File: src/rtl/dlfb_ram.sv
// Simple dual-port synchronous RAM with registered read data.
module dlfb_ram #(
   parameter int DEPTH = 16,
   parameter int WIDTH = 32,
   parameter int AW    = 4
) (
   input  logic             clock,
   input  logic             we,
   input  logic [AW-1:0]    waddr,
   input  logic [WIDTH-1:0] wdata,
   input  logic [AW-1:0]    raddr,
   output logic [WIDTH-1:0] rdata
);

   logic [WIDTH-1:0] mem_ff [DEPTH];
   logic [WIDTH-1:0] rdata_ff;

   // write port
   always_ff @(posedge clock) begin
      if (we) begin
         mem_ff[waddr] <= wdata;
      end
   end

   // read port, registered read data
   always_ff @(posedge clock) begin
      rdata_ff <= mem_ff[raddr];
   end

   assign rdata = rdata_ff;

endmodule

File: config.mk
export PLATFORM = sky130hd
export DESIGN_NAME = dlfb_ram
export DESIGN_NICKNAME = d
export VERILOG_FILES = /design/src/rtl/dlfb_ram.sv
export SDC_FILE = /design/constraint.sdc
export NUM_CORES = 1
export LEC_CHECK = 0
export BUFFER_PORTS_ARGS = -buffer_cell sky130_fd_sc_hd__buf_2
export CORE_UTILIZATION = 55
export DETAILED_ROUTE_END_ITERATION = 16
export PLACE_DENSITY = 0.75
export SYNTH_ARGS = -nofsm -noshare
export SYNTH_HDL_FRONTEND = slang
export SYNTH_SLANG_ARGS = --single-unit
File: constraint.sdc
create_clock -name clock -period 3.65 [get_ports clock]
set_input_delay 0.73 -clock clock [delete_from_list [all_inputs] [get_ports clock]]
set_output_delay 0.73 -clock clock [all_outputs]
set_load 0.01 [all_outputs]
==> metrics.md <==
| Metric | Value |
|---|---|
| Initial antenna violation count | 0 |
| M2 GR Usage | approximately 38% |
| Simple-gate share of the synthesized area | 1.273% |
| Synth unique cells | 18 |
| Reg-to-reg slack, setup | 2.24 ns |
| Initial DRC count | 875 |
| Non-filler cells in the finished layout | ~1500 |
| First-pass GRT wire length | slightly below 60000 um |
| I/O Buffers | 73 |
| Post-Syn Area per Cell | 23.69 um^2 |
| Starting Density | 55.82% |
| Max-cap viol count | 0 |
| GRT overflow | 0 |
| Tot GR Track Use | approximately 23% |
| Skew-Pair Late Insertion Delay | 0.57 ns |
| Max Freq | 0.4861 GHz |
| Slew headroom | between 20% and 30% |
| Routed Antenna Nets | 0 |
| Final wirelength | 39700 um |
| Syn. warnings | 0 |
| Number of fill cells | 2287 |
| Detail-routed via count per cell | 6.157 |
| Fin nets | around 990 |
| Post-synthesis mux area share | roughly 15% |
| Via Count | 8964 |
| Multi-input logic area | roughly 3800 um^2 |
| Die area | 36860 um^2 |
| Detailed Routing Iterations Pass 1 | 5 |
| Site Rows | 69 |
| TritonCTS clock tree | done |
| Worst Max-Slew Pin Slew | 1.096 ns |
| R2r startpoint | mem_ff[11][9] |
| Busiest grt layer | met2 |
| Synth Area in Compound Gates | 2.420% |
| Pwr/cell area | 577.7 nW/um^2 |
| Clock sinks | around 540 |
| Met1 Use GR | 30.97% |
| Total setup buffers inserted after CTS | 0 |
| Startpoint types | input pin |
| Critical path class | in2reg |
| Die Y | approximately 190 um |
| GPL Wtd Cong | 0.7219 |
| Post-cts sizing count | 0 |
| Area growth syn-to-layout | 15.27% |
| Setup Skew | 0.01876 ns |
| Chip Width | 192.0 um |
| Reg area | 16020 um^2 |
| Hold WC Path Type | in2reg |
| Placed Cells | roughly 1400 |
| Fin. Hold Viols | 0 |
| XOR/XNOR Fraction of Synth Area | 0% |
| Detailed placer's ending HPWL | 20570 um |
| Worst Path Arrival | 2.31 ns |
| Main area contributors after synthesis | edfxtp_1 (77%), mux4_2 (15%), dfxtp_1 (3.2%) |
| Hold Path Depth | 1 |
| Syn_nets | 880 |
| Synth Area in Adders | 0% |
| Synth top area share | 77.44% |
| Inserted Clock Buffers | 53 |
| Most frequent cells in the layout | edfxtp_1 (512), mux4_2 (128), buf_2 (71), a22oi_1 (64), clkbuf_16 (55) |
| I/O pin count | 74 |
| Post-route DRC violation count | 0 |
| Sequential area share after synthesis | about 81% |
| Leakage Power | 7.388 nW |
| Clk buf depth | 3 |
| Final setup TNS | 0 ns |
| Largest family of logic cells by synthesized area | multiplexers |
| Met3 track demand over resource | between 3 and 4% |
| Yosys reg bits | 544 |
| Cell taking the most area after synthesis | edfxtp_1 |
| Layout cells sized above 1 | 32.90% |
| Htree depth | 2 |
| Final setup violation count | 0 |
| Root Driver | clkbuf_16 |
| Tcrit/Tclk final | ~56% |
| Number of global-route vias before repair | slightly above 9000 |
| Min-delay src | wdata[20] |
| Crit Path Max Fanout | 17 |
| Avg WL per Cell | 27.26 um |
| R2R depth | 3 |
| FFs w/ async S/R, synth | 0% |
| Largest net degree at the start of global routing | 53 |
| DP Area | 21090 um^2 |
| Worst vdd ir | roughly 0.48 mV |
| Status | completed |
| Cts hold-fix bufs | 0 |
| Cells after Synth | 838 |
| Top FF cell, synth | edfxtp_1 |
| Min Tclk post-route | 2.057 ns |
| Crit. End Element | flop |
| Number of flops mapped to enable cells by yosys | 512 |
| Worst R2R End | rdata[9] |
| Post-Syn Area | between 15000 and 20000 um^2 |
| Hold EP | mem_ff[10][20] |
| Fin area | around 23000 um^2 |
| Core box area | 35570 um^2 |
| Critical path required time | between 3 and 4 ns |
| RSZ-0062 raised after global routing | false |
| Clk slew on worst S/H paths | approximately 0.06 ns |
| Most common cell after layout, fill and taps aside | edfxtp_1 |
| Pins Over Slew Limit | 0 |
[worst max-delay path, stage by stage]
cell    delay (ns)
buf_2         0.11
or3b_2        0.60
nor2_4        0.47
buf_4         0.38
[worst max-delay path by stage]
stage / slack [ns] / start / to / cells past startpoint
after floorplan: 0.04 / waddr[2] / mem_ff[8][0] / 2
after global placement: 0.97 / waddr[2] / mem_ff[1][1] / 4
after detailed placement: 0.97 / waddr[2] / mem_ff[1][3] / 4
after CTS: 1.58 / waddr[2] / mem_ff[1][0] / 4
after global routing: 1.51 / waddr[2] / mem_ff[1][2] / 4
final: 1.59 / waddr[2] / mem_ff[1][0] / 4
[flip-flops by register name, summed over array words and instances (netlist names)]
signal	flops
mem_ff	512
rdata	32
[area by class of cell]
class	instances	area share (%)
antenna	1	0.01093
clock buffer	68	6.271
sequential	544	69.98
timing repair buffer	101	3.220
multi-input combinational	251	16.41
clock inverter	30	1.585
tap	461	2.520
[metal layers]
metal / vias up / part of all wire [%]
li1: 3797 / -
met1: 4751 / 40
met2: 345 / 51
met3: 71 / 5.9
met4: 0 / 2.5
met5: - / 0
[Yosys cell counts, types with 4 or more instances]
master / count
mux4_2: 128
clkbuf_1: 17
nor3_1: 4
nand2_1: 33
buf_4: 11
nor2_1: 13
edfxtp_1: 512
dfxtp_1: 32
a22oi_1: 64
buf_1: 9
buf_2: 4
[cell families (layout without fill, tap and decap cells)]
| logic type | Yosys count | after routing |
|---|---|---|
| AOI/OAI and AO/OA | 64 | 64 |
| buffers and inverters | 43 | 199 |
| DFF | 544 | 544 |
| muxes | 128 | 128 |
| other | 0 | 1 |
| and+or+nand+nor | 59 | 59 |
[per-stage QoR]
stage | power (mW) | setup slack, ns | util, % | hold WS (ns)
floorplan | 7.503 | 0.04067 | - | 0.6349
global placement | 7.759 | 0.9738 | 59.28 | 0.6455
detailed placement | 7.781 | 0.9687 | 59.28 | 0.6579
CTS | 13.31 | 1.580 | 64.33 | 0.5085
global route | 13.58 | 1.510 | 64.33 | 0.5129
finish | 13.22 | 1.593 | 64.34 | 0.5316
[where the power goes]
group	switching, mW	total (mW)	internal, mW
clock network	2.23	5.57	3.35
registers	0.0453	7.03	6.98
logic	0.362	0.619	0.257
Power figures use the tool's default switching activity.
