### src/rtl/dlfb_pkg.sv
// Types, codes and constants shared by the dense layer core.
package dlfb_pkg;

   localparam int IDX_WIDTH  = 6;
   localparam int SIZE_WIDTH = 7;
   localparam int LR_WIDTH   = 16;
   localparam int VAL_WIDTH  = 32;
   localparam int FRAC_BITS  = 16;

   // request codes
   localparam logic [2:0] REQ_LOAD_W = 3'd0;
   localparam logic [2:0] REQ_LOAD_B = 3'd1;
   localparam logic [2:0] REQ_FWD    = 3'd2;
   localparam logic [2:0] REQ_ERR    = 3'd3;
   localparam logic [2:0] REQ_READ_W = 3'd4;
   localparam logic [2:0] REQ_READ_B = 3'd5;

   // result kinds
   localparam logic [1:0] OUT_FWD  = 2'd0;
   localparam logic [1:0] OUT_ERR  = 2'd1;
   localparam logic [1:0] OUT_READ = 2'd2;

   // register indexes
   localparam logic [1:0] CSR_INPUTS  = 2'd0;
   localparam logic [1:0] CSR_OUTPUTS = 2'd1;
   localparam logic [1:0] CSR_LRATE   = 2'd2;

   localparam logic signed [31:0] ONE_Q16 = 32'sh0001_0000;

   typedef struct packed {
      logic [2:0]         req_type;
      logic [5:0]         row;
      logic [5:0]         col;
      logic signed [31:0] value;
      logic               last;
   } req_item_type;

   typedef struct packed {
      logic [1:0]         out_kind;
      logic [5:0]         out_index;
      logic signed [31:0] out_value;
      logic               out_last;
   } rsp_item_type;

   typedef enum logic [2:0] {
      K_FWD, K_ERR, K_UPD, K_BUPD, K_RDW, K_RDB
   } kind_type;

   typedef enum logic [2:0] {
      ST_IDLE, ST_READ, ST_FWD, ST_ERR, ST_UPD, ST_BUPD, ST_DRAIN
   } state_type;

   // run or read launch from the request decoder
   typedef struct packed {
      logic                 go;
      kind_type             op;
      logic [IDX_WIDTH-1:0] ri;
      logic [IDX_WIDTH-1:0] ci;
   } launch_type;

   // one memory access issued by the sequencer
   typedef struct packed {
      logic                 valid;
      kind_type             kind;
      logic [IDX_WIDTH-1:0] ri;
      logic [IDX_WIDTH-1:0] ci;
      logic                 first;
      logic                 gend;
      logic                 rend;
   } cmd_type;

endpackage

### src/rtl/dlfb_seq.sv
// Sequencer that walks the weight memory for runs, updates and reads.
module dlfb_seq import dlfb_pkg::*; (
   input  logic                  clock,
   input  logic                  reset,
   input  launch_type            launch,
   input  logic [SIZE_WIDTH-1:0] n_m1,
   input  logic [SIZE_WIDTH-1:0] m_m1,
   output cmd_type               cmd,
   output logic                  busy
);

   state_type            state_ff, state_in;
   logic [IDX_WIDTH-1:0] ri_ff, ri_in;
   logic [IDX_WIDTH-1:0] ci_ff, ci_in;
   kind_type             rdkind_ff, rdkind_in;
   logic [1:0]           drain_ff, drain_in;
   logic                 ilast;
   logic                 jlast;

   // hold state
   always_ff @(posedge clock) begin
      if (reset) begin
         state_ff  <= ST_IDLE;
         ri_ff     <= '0;
         ci_ff     <= '0;
         rdkind_ff <= K_RDW;
         drain_ff  <= '0;
      end else begin
         state_ff  <= state_in;
         ri_ff     <= ri_in;
         ci_ff     <= ci_in;
         rdkind_ff <= rdkind_in;
         drain_ff  <= drain_in;
      end
   end

   assign ilast = ({1'b0, ri_ff} == n_m1);
   assign jlast = ({1'b0, ci_ff} == m_m1);

   // advance counters and issue one access per cycle outside idle and drain
   always_comb begin
      state_in  = state_ff;
      ri_in     = ri_ff;
      ci_in     = ci_ff;
      rdkind_in = rdkind_ff;
      drain_in  = drain_ff;
      cmd       = '0;
      cmd.kind  = K_FWD;
      cmd.ri    = ri_ff;
      cmd.ci    = ci_ff;
      busy      = (state_ff != ST_IDLE);
      unique case (state_ff)
         ST_IDLE: begin
            if (launch.go) begin
               ri_in = '0;
               ci_in = '0;
               unique case (launch.op)
                  K_FWD: state_in = ST_FWD;
                  K_ERR: state_in = ST_ERR;
                  default: begin
                     state_in  = ST_READ;
                     rdkind_in = launch.op;
                     ri_in     = launch.ri;
                     ci_in     = launch.ci;
                  end
               endcase
            end
         end
         ST_READ: begin
            cmd.valid = 1'b1;
            cmd.kind  = rdkind_ff;
            state_in  = ST_DRAIN;
            drain_in  = 2'd3;
         end
         ST_FWD: begin
            cmd.valid = 1'b1;
            cmd.kind  = K_FWD;
            cmd.first = (ri_ff == '0);
            cmd.gend  = ilast;
            cmd.rend  = ilast && jlast;
            if (ilast) begin
               ri_in = '0;
               if (jlast) begin
                  state_in = ST_DRAIN;
                  drain_in = 2'd3;
               end else begin
                  ci_in = ci_ff + 1'b1;
               end
            end else begin
               ri_in = ri_ff + 1'b1;
            end
         end
         ST_ERR: begin
            cmd.valid = 1'b1;
            cmd.kind  = K_ERR;
            cmd.first = (ci_ff == '0);
            cmd.gend  = jlast;
            cmd.rend  = jlast && ilast;
            if (jlast) begin
               ci_in = '0;
               if (ilast) begin
                  ri_in    = '0;
                  state_in = ST_UPD;
               end else begin
                  ri_in = ri_ff + 1'b1;
               end
            end else begin
               ci_in = ci_ff + 1'b1;
            end
         end
         ST_UPD: begin
            cmd.valid = 1'b1;
            cmd.kind  = K_UPD;
            if (jlast) begin
               ci_in = '0;
               if (ilast) begin
                  ri_in    = '0;
                  state_in = ST_BUPD;
               end else begin
                  ri_in = ri_ff + 1'b1;
               end
            end else begin
               ci_in = ci_ff + 1'b1;
            end
         end
         ST_BUPD: begin
            cmd.valid = 1'b1;
            cmd.kind  = K_BUPD;
            if (jlast) begin
               state_in = ST_DRAIN;
               drain_in = 2'd3;
            end else begin
               ci_in = ci_ff + 1'b1;
            end
         end
         ST_DRAIN: begin
            if (drain_ff == '0) begin
               state_in = ST_IDLE;
            end else begin
               drain_in = drain_ff - 1'b1;
            end
         end
         default: state_in = ST_IDLE;
      endcase
   end

endmodule

### config.mk
export PLATFORM = sky130hd
export DESIGN_NAME = dlfb_seq
export DESIGN_NICKNAME = d
export VERILOG_FILES = /design/src/rtl/dlfb_pkg.sv /design/src/rtl/dlfb_seq.sv
export SDC_FILE = /design/constraint.sdc
export NUM_CORES = 1
export LEC_CHECK = 0
export BUFFER_PORTS_ARGS = -buffer_cell sky130_fd_sc_hd__buf_2
export CAP_MARGIN = 20
export CORE_ASPECT_RATIO = 2
export CORE_MARGIN = 10
export CORE_UTILIZATION = 46
export CTS_CLUSTER_SIZE = 14
export DETAILED_ROUTE_END_ITERATION = 10
export PLACE_DENSITY_LB_ADDON = 0.2
export SYNTH_ARGS = -nofsm -noshare
export SYNTH_HDL_FRONTEND = slang
export SYNTH_SLANG_ARGS = --single-unit
### constraint.sdc
create_clock -name clock -period 1.8 [get_ports clock]
set_clock_uncertainty 0.05 [all_clocks]
set_input_delay 0.27 -clock clock [delete_from_list [all_inputs] [get_ports clock]]
set_output_delay 0.27 -clock clock [all_outputs]
set_load 0.005 [all_outputs]
==> flow_summary.ini <==
[die]
initial_core_util_pct = 47.3
placeableCoreArea_sq_mm = 0.00334
die_width_um = 61.5
placement_rows = 30
die_area_sq_mm = 0.00633
num_io_pins = 52
floorplan.die.height_um = 103

[critical_path]
critPathMaxFanout = 3
critical_path.startpoint_type = register
critical_path_required_ns = 1.48
cp.arrival_ns = 1.73
critical_path_start_end_classification = reg2out
timing.critical_path.to_type = output port
r2r_setup_slack_ns = -0.24

[synth]
ys_async_sr_fraction_pct = 0
dominantRegCellSynth = dfxtp_1
netlist_instances = 208
synth_edf_count = 0
synth-warning-count = 0
syn-mean-instance-area_sq_um = 7.60
postSynthRegisterBits = 20
seq_area_frac_synth_pct = 25.3
synth.cell_area_sq_mm = 0.00158
yosys.cell_types.count = 50
net_count_after_synthesis = 245

[final_layout]
finish.net_count = 343
number_of_antenna_repair_diodes = 0
layout_commonest_cell = buf_2
filler_cell_count = 261
most_used_cells_in_the_layout_excluding_fill_and_tap_cells = buf_2 (51), buf_4 (41), nor2_1 (23)
area_growth_syn_to_layout_pct = 59.2
drive_above_1_share_pct = 51.1

[timing]
timing.slew.headroom_pct = 65.1
slew_violations = 0
timing_hold_violations_final = 0
final_critical_path_setup_slack_ns = -0.250
timing.final.setup_violations = 17
fin_tns_setup_ns = -2.04
grt_setup_unrepaired = true
final.period_utilization_pct = 114
max_slew.worst_pin.slew_ns = 0.522
clock.fmax_mhz = 488
period_minus_slack_ns = 2.05

[power_and_ir_drop]
power.density_mw_per_mm2 = 1580
fin_total_pwr_uw = 3970
irDropWorstVdd_uv = 1110
power_leakage_uw = 0.00114

[place]
gpl.final_weighted_congestion = 0.913
numPortBuffers = 51
detailed_place_hpwl_mm = 4.77

[drt]
first_iter_violations = 59
remaining_drc_errors = 0
via_count = 1996
ant_nets = 0
routed_via_density = 5.92
postRouteWirelength_mm = 6.30
drt-wirelength-per-cell_um = 18.7
drtPass1Iterations = 4

[grt]
grt_max_degree = 13
grt_antenna_before_repair = 0
grt_pass1_vias = 2076
grt_pass1_wl_mm = 9.43
grt_overflow_total = 0
gr_usage_total_pct = 19.6

[clock_network]
clock_latency_at_the_later_pin_of_the_worst_skew_pair_ns = 0.27
cts_h_tree_depth = 1
cts_inserted_buffers = 3
clockBufferDepth = 2
clock_tree.root_cell = clkbuf_8
clkTransAtPathRegs_ns = 0.08
clock_tree_from_tritoncts = yes
clock_sinks = 20

[hold_path]
hp-class = in2reg

[outcome]
outcome = finished with violations
violations = setup timing

[flow_run]
maxCapViolations = 0
==> metal layers <==
layer  global-route usage, %  part of all wire (%)
met3                    3.95                   5.7
met4                    13.0                   6.0
met5                       0                     0
met1                    17.9                    34
met2                    36.6                    55
==> cell type report <==
type | count | area (sq um) | share of cell area [%]
tap | 32 | 40.0 | 1.59
sequential | 20 | 414 | 16.5
timing repair buffer | 101 | 664 | 26.4
clock buffer | 4 | 55.1 | 2.19
inverter | 14 | 52.6 | 2.09
multi-input combinational | 166 | 1290 | 51.3
==> flip-flops by register name, summed over array words and instances, names as in the netlist <==
name       count
drain_ff       2
state_ff       3
ri_ff          6
rdkind_ff      3
ci_ff          6
==> final timing paths <==
| kind | from | end | cells past startpoint |
|---|---|---|---|
| hold / removal | launch[12] | rdkind_ff[0] | 3 |
| hold reg to reg | rdkind_ff[1] | rdkind_ff[1] | 2 |
| setup reg to reg | ri_ff[4] | state_ff[1] | 9 |
| setup / recovery | ri_ff[4] | cmd[0] | 7 |
==> kinds of logic after synthesis <==
group                      count (synthesis)  synth area share [%]
xor gates and xnor gates                  15                  8.31
and+or+nand+nor                           81                  25.3
buffers and inverters                     22                  5.85
adders and majority gates                  5                  3.96
muxes                                      3                  1.90
DFF                                       20                  25.3
AOI/OAI and AO/OA                         62                  29.4
==> cell usage after synthesis (2+ instances only) <==
library cell / count / share of area (%)
buf_2: 2 / 0.63
nand2_1: 19 / 4.5
nand2b_1: 2 / 0.79
ha_1: 5 / 4.0
nor2b_1: 2 / 0.79
o32ai_1: 2 / 1.1
a211oi_1: 9 / 4.3
a31oi_1: 3 / 1.2
mux2i_1: 3 / 1.9
a22o_1: 2 / 1.1
a21oi_1: 12 / 3.8
a32o_1: 4 / 2.5
and3_1: 2 / 0.79
nand3_1: 8 / 2.5
o31ai_1: 3 / 1.4
nor2_1: 26 / 6.2
xnor2_1: 2 / 1.1
nor4_1: 3 / 1.2
clkbuf_1: 4 / 0.95
dfxtp_1: 20 / 25
a22oi_1: 7 / 3.3
nor3_1: 8 / 2.5
xor2_1: 13 / 7.2
o21ai_0: 5 / 1.6
inv_1: 13 / 3.1
or3_1: 2 / 0.79
o211ai_1: 4 / 1.9
==> per-stage QoR <==
step	cells	util (%)	hold slack, ns	setup WS, ns	area (sq um)
after global placement	326	65.4	0.394	-0.130	2190
after floorplan	208	-	0.362	-0.131	1610
final	337	75.4	0.205	-0.250	2520
after CTS	334	70.3	0.208	-0.231	2350
after global routing	337	75.4	0.244	-0.332	2520
after detailed placement	326	65.4	0.398	-0.176	2190
==> critical path, stage by stage (launching register included) <==
cell,delay (ns)
dfxtp_2,0.34
xor2_2,0.14
nor4_2,0.30
buf_4,0.19
nand4_1,0.13
buf_4,0.18
nor2_4,0.07
buf_2,0.11
==> report_power, final <==
group | switching [uW] | internal (uW) | total, uW
clock network | 167 | 196 | 362
registers | 155 | 612 | 767
logic | 1470 | 1370 | 2850
total | 1790 | 2180 | 3970
==> timing repair <==
| item | CTS | global route |
|---|---|---|
| gates resized for setup | 20 | 32 |
| hold buffers | 0 | 0 |
| pin swaps | 11 | 18 |
| setup buffers | 4 | 3 |
| setup endpoints to repair | 17 | 20 |
(Power assumes the default switching activity.)
